===== config.mk =====
export PLATFORM = sky130hd
export DESIGN_NAME = bba_queue
export DESIGN_NICKNAME = d
export VERILOG_FILES = /design/src/bba_pkg.sv /design/src/bba_queue.sv
export SDC_FILE = /design/constraint.sdc
export NUM_CORES = 1
export LEC_CHECK = 0
export BUFFER_PORTS_ARGS = -buffer_cell sky130_fd_sc_hd__buf_2
export CORE_UTILIZATION = 35
export DETAILED_ROUTE_END_ITERATION = 7
export MAX_ROUTING_LAYER = met4
export SYNTH_ARGS = -nofsm -noshare
export SYNTH_HDL_FRONTEND = slang
export SYNTH_SLANG_ARGS = --single-unit
export TNS_END_PERCENT = 30

===== constraint.sdc =====
create_clock -name clk -period 1.6 [get_ports clk]
set_input_delay 0.24 -clock clk [delete_from_list [all_inputs] [get_ports clk]]
set_output_delay 0.24 -clock clk [all_outputs]
set_load 0.005 [all_outputs]

===== src/bba_pkg.sv =====
// -----------------------------------------------------------------------------
// bba_pkg
// Shared types, codes and sizing helpers of the bitmap block allocator.
// -----------------------------------------------------------------------------
package bba_pkg;

	localparam int DEF_MAX_BLOCKS = 4096;
	localparam int DEF_WORD_BITS  = 32;

	localparam int OP_W  = 2;
	localparam int IDX_W = 12;
	localparam int ST_W  = 2;
	localparam int CFG_W = 13;

	localparam int CFG_RESET  = 4096;
	localparam int FIFO_DEPTH = 2;

	localparam logic [OP_W-1:0] OP_ALLOC = 2'd0;
	localparam logic [OP_W-1:0] OP_FREE  = 2'd1;
	localparam logic [OP_W-1:0] OP_QUERY = 2'd2;
	// spare code, has no effect
	localparam logic [OP_W-1:0] OP_RSVD  = 2'd3;

	localparam logic [ST_W-1:0] ST_OK    = 2'd0;
	localparam logic [ST_W-1:0] ST_FULL  = 2'd1;
	localparam logic [ST_W-1:0] ST_RANGE = 2'd2;

	typedef struct packed {
		logic [OP_W-1:0]  op;
		logic [IDX_W-1:0] block_index;
	} req_t;

	typedef struct packed {
		logic [ST_W-1:0]  status;
		logic [IDX_W-1:0] granted_index;
		logic             occupied;
	} rsp_t;

	// width of the effective block count: holds the register and MAX_BLOCKS
	function automatic int cnt_w(int max_blocks);
		int w;
		w = $clog2(max_blocks + 1);
		return (w > CFG_W) ? w : CFG_W;
	endfunction

endpackage


===== src/bba_queue.sv =====
// -----------------------------------------------------------------------------
// bba_queue
// Small register FIFO between the front and the back.
// -----------------------------------------------------------------------------
module bba_queue import bba_pkg::*; #(
	parameter int WIDTH = 8,
	parameter int DEPTH = FIFO_DEPTH,
	localparam int PW   = (DEPTH > 1) ? $clog2(DEPTH) : 1
) (
	input  logic             clk,
	input  logic             arst_n,
	input  logic             push,
	output logic             full,
	input  logic [WIDTH-1:0] din,
	input  logic             pop,
	output logic             empty,
	output logic [WIDTH-1:0] dout
);

	logic [WIDTH-1:0] ent_q [DEPTH];
	logic [PW-1:0]    wr_q, rd_q;
	logic [PW:0]      cnt_q;
	logic             do_push, do_pop;

	assign full    = cnt_q == (PW+1)'(DEPTH);
	assign empty   = cnt_q == '0;
	assign do_push = push && !full;
	assign do_pop  = pop && !empty;
	assign dout    = ent_q[rd_q];

	always_ff @(posedge clk or negedge arst_n) begin
		if (!arst_n) begin
			wr_q  <= '0;
			rd_q  <= '0;
			cnt_q <= '0;
		end else begin
			if (do_push) begin
				ent_q[wr_q] <= din;
				wr_q <= (wr_q == PW'(DEPTH - 1)) ? '0 : wr_q + 1'b1;
			end
			if (do_pop) begin
				rd_q <= (rd_q == PW'(DEPTH - 1)) ? '0 : rd_q + 1'b1;
			end
			if (do_push && !do_pop) begin
				cnt_q <= cnt_q + 1'b1;
			end else if (do_pop && !do_push) begin
				cnt_q <= cnt_q - 1'b1;
			end
		end
	end

endmodule


Yosys cells after proc, flatten, opt, wreduce, memory -nomap -nowiden
Memories as Yosys holds them, arrays and structs flattened.
Cells that the tools add are included.
- $add $sub $neg: 4
- equal/unequal tests: 1
- mux-type cells: 6
- reductions and logical operators: 11
- operators with widths (operator ; count):
    logical AND 1 bit ; 5
    logical NOT 1 bit ; 4
    two-way mux 1 bit ; 4
    two-way mux 2 bit ; 2
    adder 1 bit (second input constant) ; 2
    adder 2 x 1 -> 2 bit (second input constant) ; 1
    == test 2 bit (second input constant) ; 1
    logical NOT 2 bit ; 1
    nonzero test 2 bit ; 1
    subtractor 2 x 1 -> 2 bit (second input constant) ; 1
- register bits after elaboration: 4
- memory bits (writable): 16
- output and inout port bits: 10
- logic and storage cells: 26
- memories: 1
- memory list (name ; depth ; bits a word ; rd ports ; clocked after memory_dff ; write ports ; line ; RTL):
    ent_q ; 2 ; 8 ; 1 ; 0 ; 1 ; bba_queue.sv:20 ; logic [WIDTH-1:0] ent_q [DEPTH];

Logic depth before layout (Yosys ltp)
- depth in word-level cells: 7
- mapped depth: 7
- mapped depth without buffers: 7

Least setup slack after synthesis
No wires, ideal clock.
- path type: register to register
- start: reg cnt_q[0]
- end: mem ent_q[0][0] (enable)
- arrival: 1.305 ns
- slack: -0.091 ns
- cell stages (with the launch flop): 4
- clock period less this slack: 1.691 ns
- path through: dfrtp_1 nand2b_1 nand2_2 nor3b_1
- word-level cells in the longest chain between the ends: 6
- ends and longest elaborated chain (item ; line ; RTL):
    from (decl) ; bba_queue.sv:22 ; logic [PW:0] cnt_q;
    from (signal assigned) ; bba_queue.sv:45 ; cnt_q <= cnt_q + 1'b1;
    from (signal assigned) ; bba_queue.sv:47 ; cnt_q <= cnt_q - 1'b1;
    == test 2 bit ; bba_queue.sv:25 ; assign full = cnt_q == (PW+1)'(DEPTH);
    logical NOT 1 bit ; bba_queue.sv:27 ; assign do_push = push && !full;
    logical AND 1 bit ; bba_queue.sv:27 ;
    two-way mux 1 bit ; bba_queue.sv:37 ; if (do_push) begin
    logical AND 1 bit (not written as such) ; bba_queue.sv:38 ; ent_q[wr_q] <= din;
    two-way mux 1 bit (not written as such) ; bba_queue.sv:38 ;
    to (decl) ; bba_queue.sv:20 ;
Every way passes these cells.

Worst setup path in the final report
- start: reg rd_q
- end: out dout[1]
- word-level cells in the longest chain between the ends: 1
- ends and longest elaborated chain (item ; line ; RTL):
    from (decl) ; bba_queue.sv:21 ; logic [PW-1:0] wr_q, rd_q;
    from (signal assigned) ; bba_queue.sv:42 ; rd_q <= (rd_q == PW'(DEPTH - 1)) ? '0 : rd_q + 1'b1;
    memory (2 x 8 bit) ; - ;
    to (decl) ; bba_queue.sv:17 ; output logic [WIDTH-1:0] dout
Every way passes these cells.

==> results.toml <==
[cells_and_area]
area_delta_synth_final_pct = 25.6
multi_input_area_um2 = 190
num_antenna_cells = 0
final_area_um2 = 977
fill_cells = 182
regArea_um2 = 582
drive_gt1_frac = 0.528
fin_nets = 86

[min_path]
hold_path_depth = 1
hp-class = "in -> reg"

[die]
dieWidth_um = 49.2
io-pin-count = 22
rows = 16
die_h_um = 49.2
fp.coreArea_um2 = 2020
dieArea_um2 = 2420
initial_core_util = 0.385

[sta]
setup_viol = 0
setup_tns_ns = 0
hold_viol = 0
worst_slack_ns = 0.0858
skew_ns = 0.00194
period_minus_slack_ns = 1.51
rsz0062_at_grt = "no"
slew_headroom = 0.753
fin_crit_sh = 0.946
tightestPinTransition_ns = 0.371
fmax_mhz = 660
slew_violations = 0

[critical_path]
crit_start = "rd_q"
timing.rr.start = "cnt_q[0]"
ff2ff_setup_slack_ns = 0.15
r2r-end = "cnt_q[1]"
reg2reg_depth = 5
cp-end-kind = "primary output"
worstSetupStartpointType = "flop"
worstSetupPathType = "reg -> out"
crit_required_ns = 1.36
cp_max_fo = 9
cp.arrival_ns = 1.27
critPathCapture = "dout[1]"

[route]
met3_length_um = 52
drc = 0
routed-via-count = 432
wire_per_inst_um = 11.5
met1_length_um = 509
dr.pass1.iters = 2
first_iter_violations = 3
wl_um = 1140
wl_met2_um = 553
drtAntennaViolNets = 0
top_layer = "met4"
via_per_inst = 4.36

[pwr]
power_frac_seq = 0.519
switching_power_uw = 420
ir_worst_vdd_v = 0.000786
clkPwrFrac = 0.157
combinationalPowerShare = 0.324
power_leakage_uw = 0.000400
p_int_uw = 1050
power_switching_share = 0.286
power.density_nw_per_um2 = 1510

[global_routing]
grt_start_max_net_pins = 12
grt_pass1_wl_um = 1820
antenna_found_initial = 0
gr-total-overflow = 0
grt_usage = 0.110
first_global_vias = 387

[synth]
syn_area_per_cell_um2 = 17.7
yosysWarnings = 0
synth_cell_types = 14
yosys-top-cells-area = "edfxtp_1 (62%), dfrtp_1 (13%), mux2_2 (12%), xnor2_1 (3.4%), xor2_1 (2.3%)"
synth_top_area_cell = "edfxtp_1"
synth_edf_count = 16
ys_ff_latch = 20
syn_area_um2 = 778
ys_seq_area_frac = 0.746
ys_async_sr_fraction = 0.200
synth_most_common_cell = "edfxtp_1"
yosys-top-cells-count = "edfxtp_1 (16), mux2_2 (8), dfrtp_1 (4)"
synth_flop_cell = "edfxtp_1"
synth_top_area_share = 0.617
syn_inst = 44
syn_nets = 57

[clocking]
clk-insertion-delay-late_ns = 0.29
clock_path_buffers = 2
cts_sinks = 20
clk_pin_slew_ns = 0.11
cts_root_buf = "clkbuf_4"
cts_buffers = 3
htreeDepth = 1
cts_tree = "built"

[place]
gp_congestion = 0.704
postPlaceCellArea_um2 = 940
dp_worst_setup_slack_ns = 0.146
port_buffers = 21

[run]
drv_cap = 0

[run_status]
status = "complete, no violations"
==> sequential cells by signal (all words and copies together), names as in the netlist <==
register	count
rd_q	1
ent_q	16
wr_q	1
cnt_q	2
==> placed cells by master, fill, tap and decap left out, drive strengths merged <==
| cell | n |
|---|---|
| xnor2 | 3 |
| buf | 24 |
| nor3b | 1 |
| nand2b | 1 |
| dlygate4sd3 | 1 |
| xor2 | 2 |
| nor2 | 2 |
| dfrtp | 4 |
| ha | 1 |
| edfxtp | 16 |
| clkinv | 1 |
| mux2 | 8 |
| o21ai | 1 |
| clkbuf | 3 |
| inv | 2 |
| nand2 | 1 |
| and3 | 1 |
==> layer usage <==
layer  vias up  GRT usage
met5         -          -
met4         0     0.0882
met3         2     0.0249
met2        13      0.160
met1       203      0.130
li1        214          -
==> critical path: stages, from the launching register on <==
cell	delay (ns)
dfrtp_2	0.50
mux2_2	0.36
buf_2	0.13
==> how the worst min path moves through the flow <==
stage	slack [ns]	to	startpoint
final	0.13	ent_q[0][7]	din[7]
after global routing	0.11	ent_q[0][3]	din[3]
after CTS	0.13	ent_q[0][7]	din[7]
after detailed placement	0.06	cnt_q[1]	arst_n
after global placement	0.06	wr_q	arst_n
after floorplan	-0.06	cnt_q[0]	arst_n
==> kinds of logic after synthesis <==
group           count (synthesis)  synth area share
compound gates                  1           0.00642
fa+ha+maj                       1            0.0161
simple gates                    6            0.0434
mux                             8             0.116
xor+xnor                        5            0.0563
flops                          20             0.746
buf+inv                         3            0.0161
==> power groups by stage <==
stage / combinational [µW] / sequential [µW] / clock [µW]
after floorplan: 333 / 733 / 0
after global placement: 476 / 773 / 0
after detailed placement: 481 / 773 / 0
after CTS: 487 / 766 / 242
after global routing: 536 / 779 / 265
final: 476 / 764 / 231
==> final cells by class <==
| type | instances | area share |
|---|---|---|
| Clock buffer | 3 | 0.0230 |
| Multi-Input combinational cell | 21 | 0.195 |
| Inverter | 2 | 0.00768 |
| Sequential cell | 20 | 0.595 |
| Timing Repair Buffer | 25 | 0.141 |
| Clock inverter | 1 | 0.00384 |
| Tap cell | 27 | 0.0346 |
==> per-stage QoR <==
step           std cells  hold slack (ns)  utilization  power (µW)
2_1_floorplan         44          -0.0556            -        1070
3_3_place_gp          94           0.0618        0.465        1250
3_5_place_dp          94           0.0626        0.465        1250
4_1_cts               99            0.125        0.483        1500
5_1_grt               99            0.108        0.483        1580
6_report              99            0.133        0.483        1470
==> repair_timing <==
| action | CTS | global route |
|---|---|---|
| hold endpoints to repair | 4 | 0 |
| setup buffers | 0 | 0 |
| resized for setup | 1 | 0 |
| endpoints found under the setup margin | 8 | 0 |
| hold buffers | 1 | 0 |
Note: power is estimated with default switching activity, not from simulation.
