==> src/bba_pkg.sv <==
// -----------------------------------------------------------------------------
// bba_pkg
// Shared types, codes and sizing helpers of the bitmap block allocator.
// -----------------------------------------------------------------------------
package bba_pkg;

	localparam int DEF_MAX_BLOCKS = 4096;
	localparam int DEF_WORD_BITS  = 32;

	localparam int OP_W  = 2;
	localparam int IDX_W = 12;
	localparam int ST_W  = 2;
	localparam int CFG_W = 13;

	localparam int CFG_RESET  = 4096;
	localparam int FIFO_DEPTH = 2;

	localparam logic [OP_W-1:0] OP_ALLOC = 2'd0;
	localparam logic [OP_W-1:0] OP_FREE  = 2'd1;
	localparam logic [OP_W-1:0] OP_QUERY = 2'd2;
	// spare code, has no effect
	localparam logic [OP_W-1:0] OP_RSVD  = 2'd3;

	localparam logic [ST_W-1:0] ST_OK    = 2'd0;
	localparam logic [ST_W-1:0] ST_FULL  = 2'd1;
	localparam logic [ST_W-1:0] ST_RANGE = 2'd2;

	typedef struct packed {
		logic [OP_W-1:0]  op;
		logic [IDX_W-1:0] block_index;
	} req_t;

	typedef struct packed {
		logic [ST_W-1:0]  status;
		logic [IDX_W-1:0] granted_index;
		logic             occupied;
	} rsp_t;

	// width of the effective block count: holds the register and MAX_BLOCKS
	function automatic int cnt_w(int max_blocks);
		int w;
		w = $clog2(max_blocks + 1);
		return (w > CFG_W) ? w : CFG_W;
	endfunction

endpackage

==> src/bba_front.sv <==
// -----------------------------------------------------------------------------
// bba_front
// Takes requests, checks the index against the block count and splits it into
// map word and bit position before handing the request to the queue.
// -----------------------------------------------------------------------------
module bba_front import bba_pkg::*; #(
	parameter int MAX_BLOCKS = DEF_MAX_BLOCKS,
	parameter int WORD_BITS  = DEF_WORD_BITS,
	localparam int CW        = cnt_w(MAX_BLOCKS),
	localparam int MAP_WORDS = (MAX_BLOCKS + WORD_BITS - 1) / WORD_BITS,
	localparam int ADDR_W    = (MAP_WORDS > 1) ? $clog2(MAP_WORDS) : 1,
	localparam int BIT_W     = $clog2(WORD_BITS),
	localparam int ENT_W     = OP_W + 1 + ADDR_W + BIT_W
) (
	input  logic             clk,
	input  logic             arst_n,
	input  logic             push,
	output logic             full,
	input  req_t             req,
	input  logic [CW-1:0]    count,
	output logic             q_push,
	input  logic             q_full,
	output logic [ENT_W-1:0] q_din
);

	// index / WORD_BITS as a multiply by a rounded-up reciprocal, exact for IDX_W bits
	localparam int SH = IDX_W + $clog2(WORD_BITS);
	localparam int RW = SH + 1;
	localparam int PW = IDX_W + RW;
	localparam logic [RW-1:0] RECIP = RW'(((64'(1) << SH) + WORD_BITS - 1) / WORD_BITS);

	logic             v_s1, v_s2;
	logic [OP_W-1:0]  op_s1, op_s2;
	logic             rng_s1, rng_s2;
	logic [IDX_W-1:0] idx_s1, idx_s2;
	logic [IDX_W-1:0] word_s2;

	logic             s1_ready, s2_ready;
	logic             accept;
	logic [PW-1:0]    prod;
	logic [IDX_W-1:0] rem;

	assign s2_ready = !v_s2 || !q_full;
	assign s1_ready = !v_s1 || s2_ready;
	assign full     = !s1_ready;
	assign accept   = push && s1_ready;

	assign prod = PW'(idx_s1) * PW'(RECIP);
	assign rem  = idx_s2 - word_s2 * IDX_W'(WORD_BITS);

	assign q_push = v_s2;
	assign q_din  = {op_s2, rng_s2, ADDR_W'(word_s2), BIT_W'(rem)};

	always_ff @(posedge clk or negedge arst_n) begin
		if (!arst_n) begin
			v_s1    <= 1'b0;
			v_s2    <= 1'b0;
			op_s1   <= '0;
			op_s2   <= '0;
			rng_s1  <= 1'b0;
			rng_s2  <= 1'b0;
			idx_s1  <= '0;
			idx_s2  <= '0;
			word_s2 <= '0;
		end else begin
			if (s1_ready) begin
				v_s1 <= push;
			end
			if (accept) begin
				op_s1  <= req.op;
				idx_s1 <= req.block_index;
				rng_s1 <= CW'(req.block_index) < count;
			end
			if (s2_ready) begin
				v_s2 <= v_s1;
			end
			if (s2_ready && v_s1) begin
				op_s2   <= op_s1;
				rng_s2  <= rng_s1;
				idx_s2  <= idx_s1;
				word_s2 <= prod[SH +: IDX_W];
			end
		end
	end

endmodule

==> config.mk <==
export PLATFORM = sky130hd
export DESIGN_NAME = bba_front
export DESIGN_NICKNAME = d
export VERILOG_FILES = /design/src/bba_pkg.sv /design/src/bba_front.sv
export SDC_FILE = /design/constraint.sdc
export NUM_CORES = 1
export LEC_CHECK = 0
export ABC_AREA = 1
export BUFFER_PORTS_ARGS = -buffer_cell sky130_fd_sc_hd__buf_4
export CAP_MARGIN = 5
export CORE_ASPECT_RATIO = 0.75
export CORE_UTILIZATION = 40
export DETAILED_ROUTE_END_ITERATION = 8
export GPL_ROUTABILITY_DRIVEN = 0
export PLACE_DENSITY = 0.67
export SETUP_SLACK_MARGIN = 0.1
export SLEW_MARGIN = 10
export SYNTH_ARGS = -nofsm -noshare
export SYNTH_HDL_FRONTEND = slang
export SYNTH_SLANG_ARGS = --single-unit
export TNS_END_PERCENT = 30
==> constraint.sdc <==
create_clock -name clk -period 1.1 [get_ports clk]
set_input_delay 0.22 -clock clk [delete_from_list [all_inputs] [get_ports clk]]
set_output_delay 0.22 -clock clk [all_outputs]
set_load 0.02 [all_outputs]
Yosys cells after proc, flatten, opt, wreduce, memory -nomap -nowiden

Index checks and enable logic that the tools add are counted.

Register bits: 32
Latch bits: 0
Bits in writable memories: 0
Memory bits (read-only): 0
Bits of input ports: 31
Output and inout port bits: 17
Word-level logic and storage cells: 19
Memories: 0

Add/subtract/negate cells: 1
Multipliers: 0
Div/mod/pow operators: 0
Order comparisons: 1
Eq/ne operators: 0
Shift operators: 0
Muxes and demuxes: 0
Bitwise logic cells: 0
Reduce and logical (&&, ||, !) cells: 8

Operator list:

| cell                                                                | count |
|---|---|
| 12-bit by 13-bit less-than comparator with 1-bit output             | 1 |
| 5-bit by 1-bit subtractor with 5-bit output (second input constant) | 1 |
| 1-bit logical NOT                                                   | 4 |
| 1-bit logical AND                                                   | 2 |
| 1-bit logical OR                                                    | 2 |

Logic depth before layout (Yosys ltp)

Gate-level depths: netlist (run 1).

Depth after elaboration: 4
Mapped depth: 9
Depth with buffers taken out: 9

Worst setup path before layout (run 1)

OpenSTA, ideal clock, no wires.

Path kind: reg-to-reg
Start point: register v_s2 (netlist: q_push)
End point: register idx_s2[0]
Library setup time: 125 ps
Data arrival time: 1099 ps
Required time: 975 ps
Slack: -124 ps
Stages on the path, launching flop included: 5
Path buffers: 1
Period minus slack after synthesis: 1224 ps
Cell sequence: dfrtp_1 -> nand2_2 -> nand2_4 -> buf_6 -> mux2_4

Longest elaborated chain between the ends: 3

RTL lines:

| what                   | RTL line        | text |
|---|---|---|
| start, declared        | bba_front.sv:32 | `logic v_s1, v_s2;` |
| start signal, assigned | bba_front.sv:75 | `v_s2 <= v_s1;` |
| 1-bit logical NOT      | bba_front.sv:43 | `assign s2_ready = !v_s2 \|\| !q_full;` |
| 1-bit logical OR       | bba_front.sv:43 |  |
| 1-bit logical AND      | bba_front.sv:77 | `if (s2_ready && v_s1) begin` |
| end signal, assigned   | bba_front.sv:80 | `idx_s2 <= idx_s1;` |
| end, declared          | bba_front.sv:35 | `logic [IDX_W-1:0] idx_s1, idx_s2;` |

Every way passes these cells.
A chain may end at the register's enable or synchronous reset.

Final worst setup path (run 1)

Start point: register v_s2 (netlist: q_push)
End point: output full

Longest elaborated chain between the ends: 4

RTL lines:

| what              | RTL line        | text |
|---|---|---|
| 1-bit logical NOT | bba_front.sv:43 |  |
| 1-bit logical OR  | bba_front.sv:43 |  |
| 1-bit logical OR  | bba_front.sv:44 | `assign s1_ready = !v_s1 \|\| s2_ready;` |
| 1-bit logical NOT | bba_front.sv:45 | `assign full = !s1_ready;` |
| end, declared     | bba_front.sv:18 | `output logic full,` |

Every way passes these cells.

==> impl_metrics.toml, run 1 <==
[min_path]
hold_path_class = "input port to register"
holdPathStages = 3

[synth]
syn_area_sq_um = 1590
yosys.area.top_type_share_pct = 50.4
ys_types = 19
synth_top_cell_by_area = "dfrtp_1"
syn_area_per_cell_sq_um = 9.45
synth-seq-cells = 32
syn_nets = 210
synth_area_leaders = "dfrtp_1, nand2_1, ha_1, inv_1, mux2_4"
ys_seq_area_share_pct = 50.4
synthCells = 168
yosysWarnings = 0

[clocking]
clock_path_buffers = 2
tritoncts = "done"
clock_latency_ps = 270
cts_root_buffer = "clkbuf_8"
clk_pin_slew_ps = 60
numCtsBuffers = 5
cts_sinks = 32
cts-htree-levels = 2

[flow_run]
maxCapViolCount = 0

[final_layout]
fin_cells = 275
layout_common_cells = "nand2_1, buf_4, dfrtp_1"
antenna_cells = 0
fin_nets = 266
final_core_util_pct = 58.6
drive_gt1_share_pct = 37.2
final_common_cell = "nand2_1"
fin_area_sq_um = 2190
area_delta_synth_final_pct = 37.7

[global_routing]
grt_remaining_overflow = 0
grt_pass1_wl_um = 5110
grt_pass1_vias = 1211
grtUsageTotal_pct = 16.2
antenna_found_initial = 0
grt_max_degree = 33

[placed_design]
io_buffers = 47
place_inst = 267
dp_hpwl_um = 2190
dpl-instance-area_sq_um = 2020
dp_slack_ps = -138

[timing]
period_share_pct = 107
maxSlewViolCount = 0
finalWorstSetupSlack_ps = -73.3
fin_tns_setup_ps = -433
fin_worst_skew_ps = 4.06
fin_crit_ps = 1170
setup_viol = 17
clock.fmax_mhz = 852
slew-limit-headroom_pct = 74.1
whs_ps = 149
hold_viol_final = 0
worst-slew-pin-transition_ps = 388
rsz0062_at_grt = "true"

[routing]
first_pass_iters = 4
drc_errors = 0
wirelength_um = 2870
num_vias = 1207
antenna_left = 0
wl_per_cell_um = 10.4
vias_per_cell = 4.39
top_layer = "met4"
met1Wirelength_um = 1380
dr_wl_met2_um = 1310
drtIter0Drc = 60
dr_wl_met3_um = 136

[worst_setup_path]
crit_path_end_kind = "output pin"
worstPathRequired_ps = 880
arrival_ps = 950
crit_path_max_fanout = 3
reg2reg_depth = 7
worstSetupStartpointType = "register"
worstSetupPathType = "register to output pin"

[outcome]
outcome = "finished with violations"
violations = "setup timing"

[floorplanning]
die_y_um = 56.6
start_util_pct = 42.5
ioPinCount = 48
dieWidth_um = 74.8
rows = 19
die_area_sq_um = 4230
core-area_sq_um = 3730

[power_and_ir_drop]
static-leakage-power_nw = 1.19
ir_drop_mv = 0.693
p_per_area_nw_per_um2 = 1730
p_total_mw = 3.78
==> worst paths after layout <==
kind / from / endpoint / slack (ps)
worst min-delay path: req[13] / op_s1[1] / 150
min in group asynchronous: arst_n / op_s2[0] / 420
worst max-delay path: q_push / full / -70
worst max register to register: v_s1 / op_s1[0] / -40
worst min register to register: idx_s1[8] / idx_s1[8] / 480
max in group asynchronous: arst_n / q_push / 380
==> registers in the layout (all words and copies together) (netlist names) <==
| register | cells |
|---|---|
| rng_s2 | 1 |
| q_push | 1 |
| idx_s2 | 5 |
| op_s1 | 2 |
| word_s2 | 7 |
| op_s2 | 2 |
| v_s1 | 1 |
| idx_s1 | 12 |
| rng_s1 | 1 |
==> Yosys cell counts <==
master / number
a21oi_1: 3
buf_4: 1
nand3_2: 1
nand3_1: 3
nand2_1: 55
nor2_1: 3
ha_1: 11
o21ai_2: 7
nand2_4: 1
o21ai_0: 8
mux2_2: 3
mux2_4: 5
inv_1: 27
nand2_2: 1
buf_6: 3
dfrtp_1: 32
buf_2: 2
nor3_1: 1
nand4_1: 1
==> critical path, cell delays in order (launching register included) <==
cell     delay [ps]
dfrtp_2         430
nand3_2          90
inv_2            40
buf_6           120
==> layout make-up <==
class,count,area (sq um)
Clock buffer,6,72.6
Timing Repair Buffer,55,495
Multi-Input combinational cell,103,647
Fill cell,364,1550
Inverter,27,104
Tap cell,52,65.1
Sequential cell,32,802
==> report_power, final <==
group / internal [mW] / switching, mW
registers: 1.45 / 0.179
logic: 0.724 / 0.636
clock network: 0.420 / 0.365
total: 2.60 / 1.18
==> metal layers <==
layer	global-route usage, %	up-vias
li1	-	633
met1	21.3	528
met2	24.6	40
met3	4.67	6
met4	7.01	0
met5	0	-
==> repair_timing <==
action,in CTS,in global routing
hold buffers,1,0
setup buffers,1,0
hold endpoints to repair,32,0
pin swaps,2,1
setup endpoints to repair,47,48
resized for setup,19,5
==> kinds of logic (layout without fill, tap and decap cells) <==
| logic type | after synthesis | in the layout | synth area share [%] |
|---|---|---|---|
| simple gates | 66 | 66 | 17.1 |
| fa+ha+maj | 11 | 11 | 8.67 |
| compound gates | 18 | 18 | 7.33 |
| buf+inv | 33 | 88 | 9.61 |
| mux | 8 | 8 | 6.86 |
| flops | 32 | 32 | 50.4 |
Note: power is estimated with default switching activity, not from simulation.
==> run 2, diff against run 1 <==
BUFFER_PORTS_ARGS = unset   (was -buffer_cell sky130_fd_sc_hd__buf_4)
DONT_BUFFER_PORTS = 1   (was unset)
PLACE_DENSITY = unset   (was 0.67)
==> run 2 against run 1 <==
Compared with the run above:
- power down 4.1%
- worst setup slack better by 51 ps
- cell area down 9.0%
- combinational power down 38%
- largest power group unchanged
- worst hold slack worse by 510 ps
- clock power up 15%
- routed wire length up 10%
- sequential share of layout area up 3.8 points
- via count down 8.3%
- critical path depth unchanged
- the flow finishes with violations (hold timing, setup timing)
==> impl_metrics.toml, run 2 (same netlist as run 1, synthesis figures left out) <==
[timing]
rsz0062_at_grt = "true"
maxSlewViolCount = 0
setup_viol = 6
finalWorstSetupSlack_ps = -22.0
period_share_pct = 102
fin_crit_ps = 1120
clock.fmax_mhz = 891
worst-slew-pin-transition_ps = 284
hold_viol_final = 32
whs_ps = -365
fin_worst_skew_ps = 4.02
slew-limit-headroom_pct = 81.0

[clocking]
cts-htree-levels = 2
clock_latency_ps = 270
clk_pin_slew_ps = 60
clock_path_buffers = 2
tritoncts = "done"
cts_sinks = 32
numCtsBuffers = 5
cts_root_buffer = "clkbuf_8"

[final_layout]
fill_cells = 327
final_common_cell = "nand2_1"
layout_common_cells = "nand2_1, dfrtp_1, inv_1"
area_delta_synth_final_pct = 25.2
drive_gt1_share_pct = 35.6
antenna_cells = 0
largest_reg_flops = 12
largest_register = "idx_s1"
fin_cells = 232
fin_nets = 221
reg.largest.list = "idx_s1 (12), word_s2 (7), idx_s2 (5)"

[routing]
num_vias = 1107
antenna_left = 0
wirelength_um = 3170
first_pass_iters = 4
wl_per_cell_um = 13.7
vias_per_cell = 4.77
drc_errors = 0
drtIter0Drc = 42

[worst_setup_path]
crit_path_end_kind = "register"
worstSetupPathType = "register to register"
critical-path-max-stage-delay_ps = 430
crit_chain = "buf_6 > nand2_8 > mux2_2"
slowest_stage = "dfrtp_2"
worstPathRequired_ps = 1260
crit_path_max_fanout = 5
worstSetupStartpointType = "register"
arrival_ps = 1280

[placed_design]
io_buffers = 0
place_inst = 219
dp_slack_ps = -47.3
dp_hpwl_um = 2180

[global_routing]
grtUsageTotal_pct = 16.4
grt_max_degree = 33
grt_pass1_vias = 1138
antenna_found_initial = 0
grt_remaining_overflow = 0
grt_pass1_wl_um = 5050

[floorplanning]
ioPinCount = 48
die_area_sq_um = 4230
rows = 19
die_y_um = 56.6
dieWidth_um = 74.8
core-area_sq_um = 3730
start_util_pct = 42.5

[power_and_ir_drop]
static-leakage-power_nw = 1.04
ir_drop_mv = 0.638
p_per_area_nw_per_um2 = 1820

[flow_run]
maxCapViolCount = 0

[outcome]
violations = "hold timing, setup timing"
outcome = "finished with violations"

[min_path]
hold_path_class = "input port to asynchronous set/reset pin"
==> run 2: cell count changes in the layout (fill, tap and decap cells not counted), sizes merged <==
cell         delta
dlygate4sd3     -1
nand2           +1
buf            -47
clkbuf          +4
==> run 2: layout make-up <==
class	instances	area [sq um]	area share (%)
multi-input cells	104	788	39.6
clock buffers	8	90.1	4.53
inverters	27	106	5.35
flip-flops and latches	32	805	40.5
well taps	52	65.1	3.27
repair buffers	9	134	6.73
==> run 2: worst paths after layout <==
kind / from / endpoint / slack [ps] / cells after the start
setup / recovery: v_s1 / word_s2[0] / -20 / 3
hold / removal: arst_n / word_s2[2] / -370 / 0
setup reg to reg: v_s1 / word_s2[0] / -20 / 3
hold reg to reg: rng_s1 / rng_s1 / 470 / 2
max in group asynchronous: arst_n / idx_s2[1] / 1380 / 0
min in group clk: req[1] / idx_s1[1] / 40 / 2
==> run 2: report_power, final <==
group,switching [mW],internal [mW],total [mW]
Sequential,0.429,1.45,1.88
Clock,0.395,0.509,0.905
Combinational,0.397,0.440,0.838
Total,1.22,2.40,3.63
==> run 2: what timing repair did <==
item / 4_1_cts / 5_1_grt
buffers inserted: 1 / 1
cloned: 1 / 2
endpoints found under the setup margin: 30 / 32
gates resized for setup: 29 / 26
endpoints found under the hold margin: 32 / 32
pin swaps: 12 / 3
==> run 2: per-layer routing <==
layer	vias up	wire length [um]	global-route usage [%]
met3	2	138	3.95
met4	0	13	8.09
met2	33	1610	26.8
met5	-	0	0
met1	523	1410	20.1
li1	549	-	-
==> run 2: through the flow <==
stage	power [mW]	hold WS, ps	setup TNS [ps]	area [sq um]	util (%)
after floorplan	2.34	-75.6	-279	1590	-
after global placement	2.44	-74.6	0	1660	44.4
after detailed placement	2.47	-74.3	-91.0	1660	44.4
after CTS	3.46	-374	-71.0	1860	49.8
after global routing	3.82	-382	-568	1990	53.3
final	3.63	-365	-66.7	1990	53.3
==> run 2: worst max-delay path, delay by kind of cell, from the launching register on <==
family,cells,cell delay [ps]
flip-flops,1,430
AND/OR/NAND/NOR,1,90
multiplexers,1,330
buffers and inverters,1,150
==> run 3, diff against run 2 <==
CORE_ASPECT_RATIO = 1.2   (was 0.75)
CORE_UTILIZATION = 38   (was 40)
SKIP_CTS_REPAIR_TIMING = 1   (was unset)
==> run 3 against run 2 <==
Compared with the run above:
- the flow finishes with violations (setup timing)
- routed wire length decreased by 5.8%
- cell area decreased by 0.44%
- worst setup slack got worse by 120 ps
- sequential share of layout area increased by 0.12 points
- utilization decreased by 3.4 points
- clock skew increased by 1.2 ps
- cell count increased by 4.3%
- power increased by 7.1%
- critical path depth unchanged
- die area increased by 5.1%
- via count decreased by 0.36%
- critical endpoint is now full
- largest power group unchanged
==> impl_metrics.toml, run 3 (same netlist as run 1, synthesis figures left out) <==
[final_layout]
antenna_cells = 0
fin_nets = 229
final_common_cell = "nand2_1"
layout_common_cells = "nand2_1, dfrtp_1, inv_1"
largest_register = "idx_s1"
reg.largest.list = "idx_s1 (12), word_s2 (7), idx_s2 (5)"
fill_cells = 377
drive_gt1_share_pct = 30.3
largest_reg_flops = 12
area_delta_synth_final_pct = 24.7
final_core_util_pct = 49.8

[power_and_ir_drop]
ir_drop_mv = 0.568
static-leakage-power_nw = 1.03
p_per_area_nw_per_um2 = 1960
p_total_mw = 3.88

[global_routing]
globalRouteMet3Util_pct = 4.08
busiest_layer = "met2"
grtUsageTotal_pct = 15.1
grt_pass1_wl_um = 4800
use_met1_pct = 16.6
grt_pass1_vias = 1138
grt_max_degree = 33
grt_remaining_overflow = 0
grt_use_met2_pct = 26.7
antenna_found_initial = 0

[placed_design]
dp_hpwl_um = 2280
io_buffers = 0
dp_slack_ps = -55.5

[timing]
maxSlewViolCount = 0
finalWorstSetupSlack_ps = -139
setup_viol = 11
fin_crit_ps = 1240
worst-slew-pin-transition_ps = 238
rsz0062_at_grt = "true"
fin_worst_skew_ps = 5.24
slew-limit-headroom_pct = 84.1
period_share_pct = 113
whs_ps = 50.6
hold_viol_final = 0
clock.fmax_mhz = 807

[clocking]
clock_latency_ps = 270
tritoncts = "done"
clock_path_buffers = 2
cts_root_buffer = "clkbuf_8"
cts_sinks = 32
cts-htree-levels = 2
clk_pin_slew_ps = 70
numCtsBuffers = 5

[floorplanning]
start_util_pct = 40.0
dieWidth_um = 61.0
ioPinCount = 48
die_area_sq_um = 4440
die_y_um = 72.8
core-area_sq_um = 3970
rows = 25

[routing]
wl_per_cell_um = 12.3
vias_per_cell = 4.56
antenna_left = 0
drtIter0Drc = 17
drc_errors = 0
first_pass_iters = 3
wirelength_um = 2980
num_vias = 1103

[flow_run]
maxCapViolCount = 0

[min_path]
hold_path_class = "input port to register"

[worst_setup_path]
rrSetupSlack_ps = -30
worstSetupStartpointType = "register"
r2r_end = "idx_s2[2]"
worstReg2RegStart = "q_push"
startpoint = "q_push"
worstSetupPathType = "register to output pin"
worstPathRequired_ps = 880
crit_path_max_fanout = 3
crit_path_end_kind = "output pin"
crit_end = "full"
arrival_ps = 1020
reg2reg_depth = 5

[outcome]
outcome = "finished with violations"
violations = "setup timing"
[run 3: stage by stage]
stage	std cells	TNS, ps	cell area [sq um]
floorplan	168	-279	1590
global placement	228	-72.0	1710
detailed placement	228	-91.0	1710
CTS	236	-274	1840
global route	242	-1520	1980
finish	242	-229	1980
[run 3: cell type report]
class / instances / area, sq um / area share, %
clock inverter: 1 / 30.0 / 1.52
multi-input combinational: 104 / 687 / 34.7
inverter: 27 / 110 / 5.56
sequential: 32 / 803 / 40.6
clock buffer: 7 / 96.3 / 4.87
tap: 54 / 67.6 / 3.41
timing repair buffer: 17 / 185 / 9.36
[run 3: metal layers]
layer  part of all wire (%)  vias to the layer above
li1                       -                      558
met1                     41                      515
met2                     54                       28
met3                    3.8                        2
met4                   0.91                        0
met5                      0                        -
[run 3: where the power goes]
part / total, mW / internal, mW / switching, mW
clock: 1.20 / 0.798 / 0.401
sequential: 1.81 / 1.45 / 0.360
combinational: 0.869 / 0.448 / 0.421
total: 3.88 / 2.70 / 1.18
[run 3: how the worst min path moves through the flow]
stage,startpoint,end,slack (ps),cells after the start
after floorplan,arst_n,idx_s1[0],-80,0
after global placement,arst_n,idx_s1[1],-70,0
after detailed placement,arst_n,idx_s1[2],-80,0
after CTS,arst_n,op_s1[1],-380,0
after global routing,req[1],idx_s1[1],40,2
final,req[13],op_s1[1],50,2
[run 3: critical path, cell delays in order (launching register included)]
cell and delay [ps]:
dfrtp_2 420, nand3_2 90, buf_6 110, clkinvlp_4 120
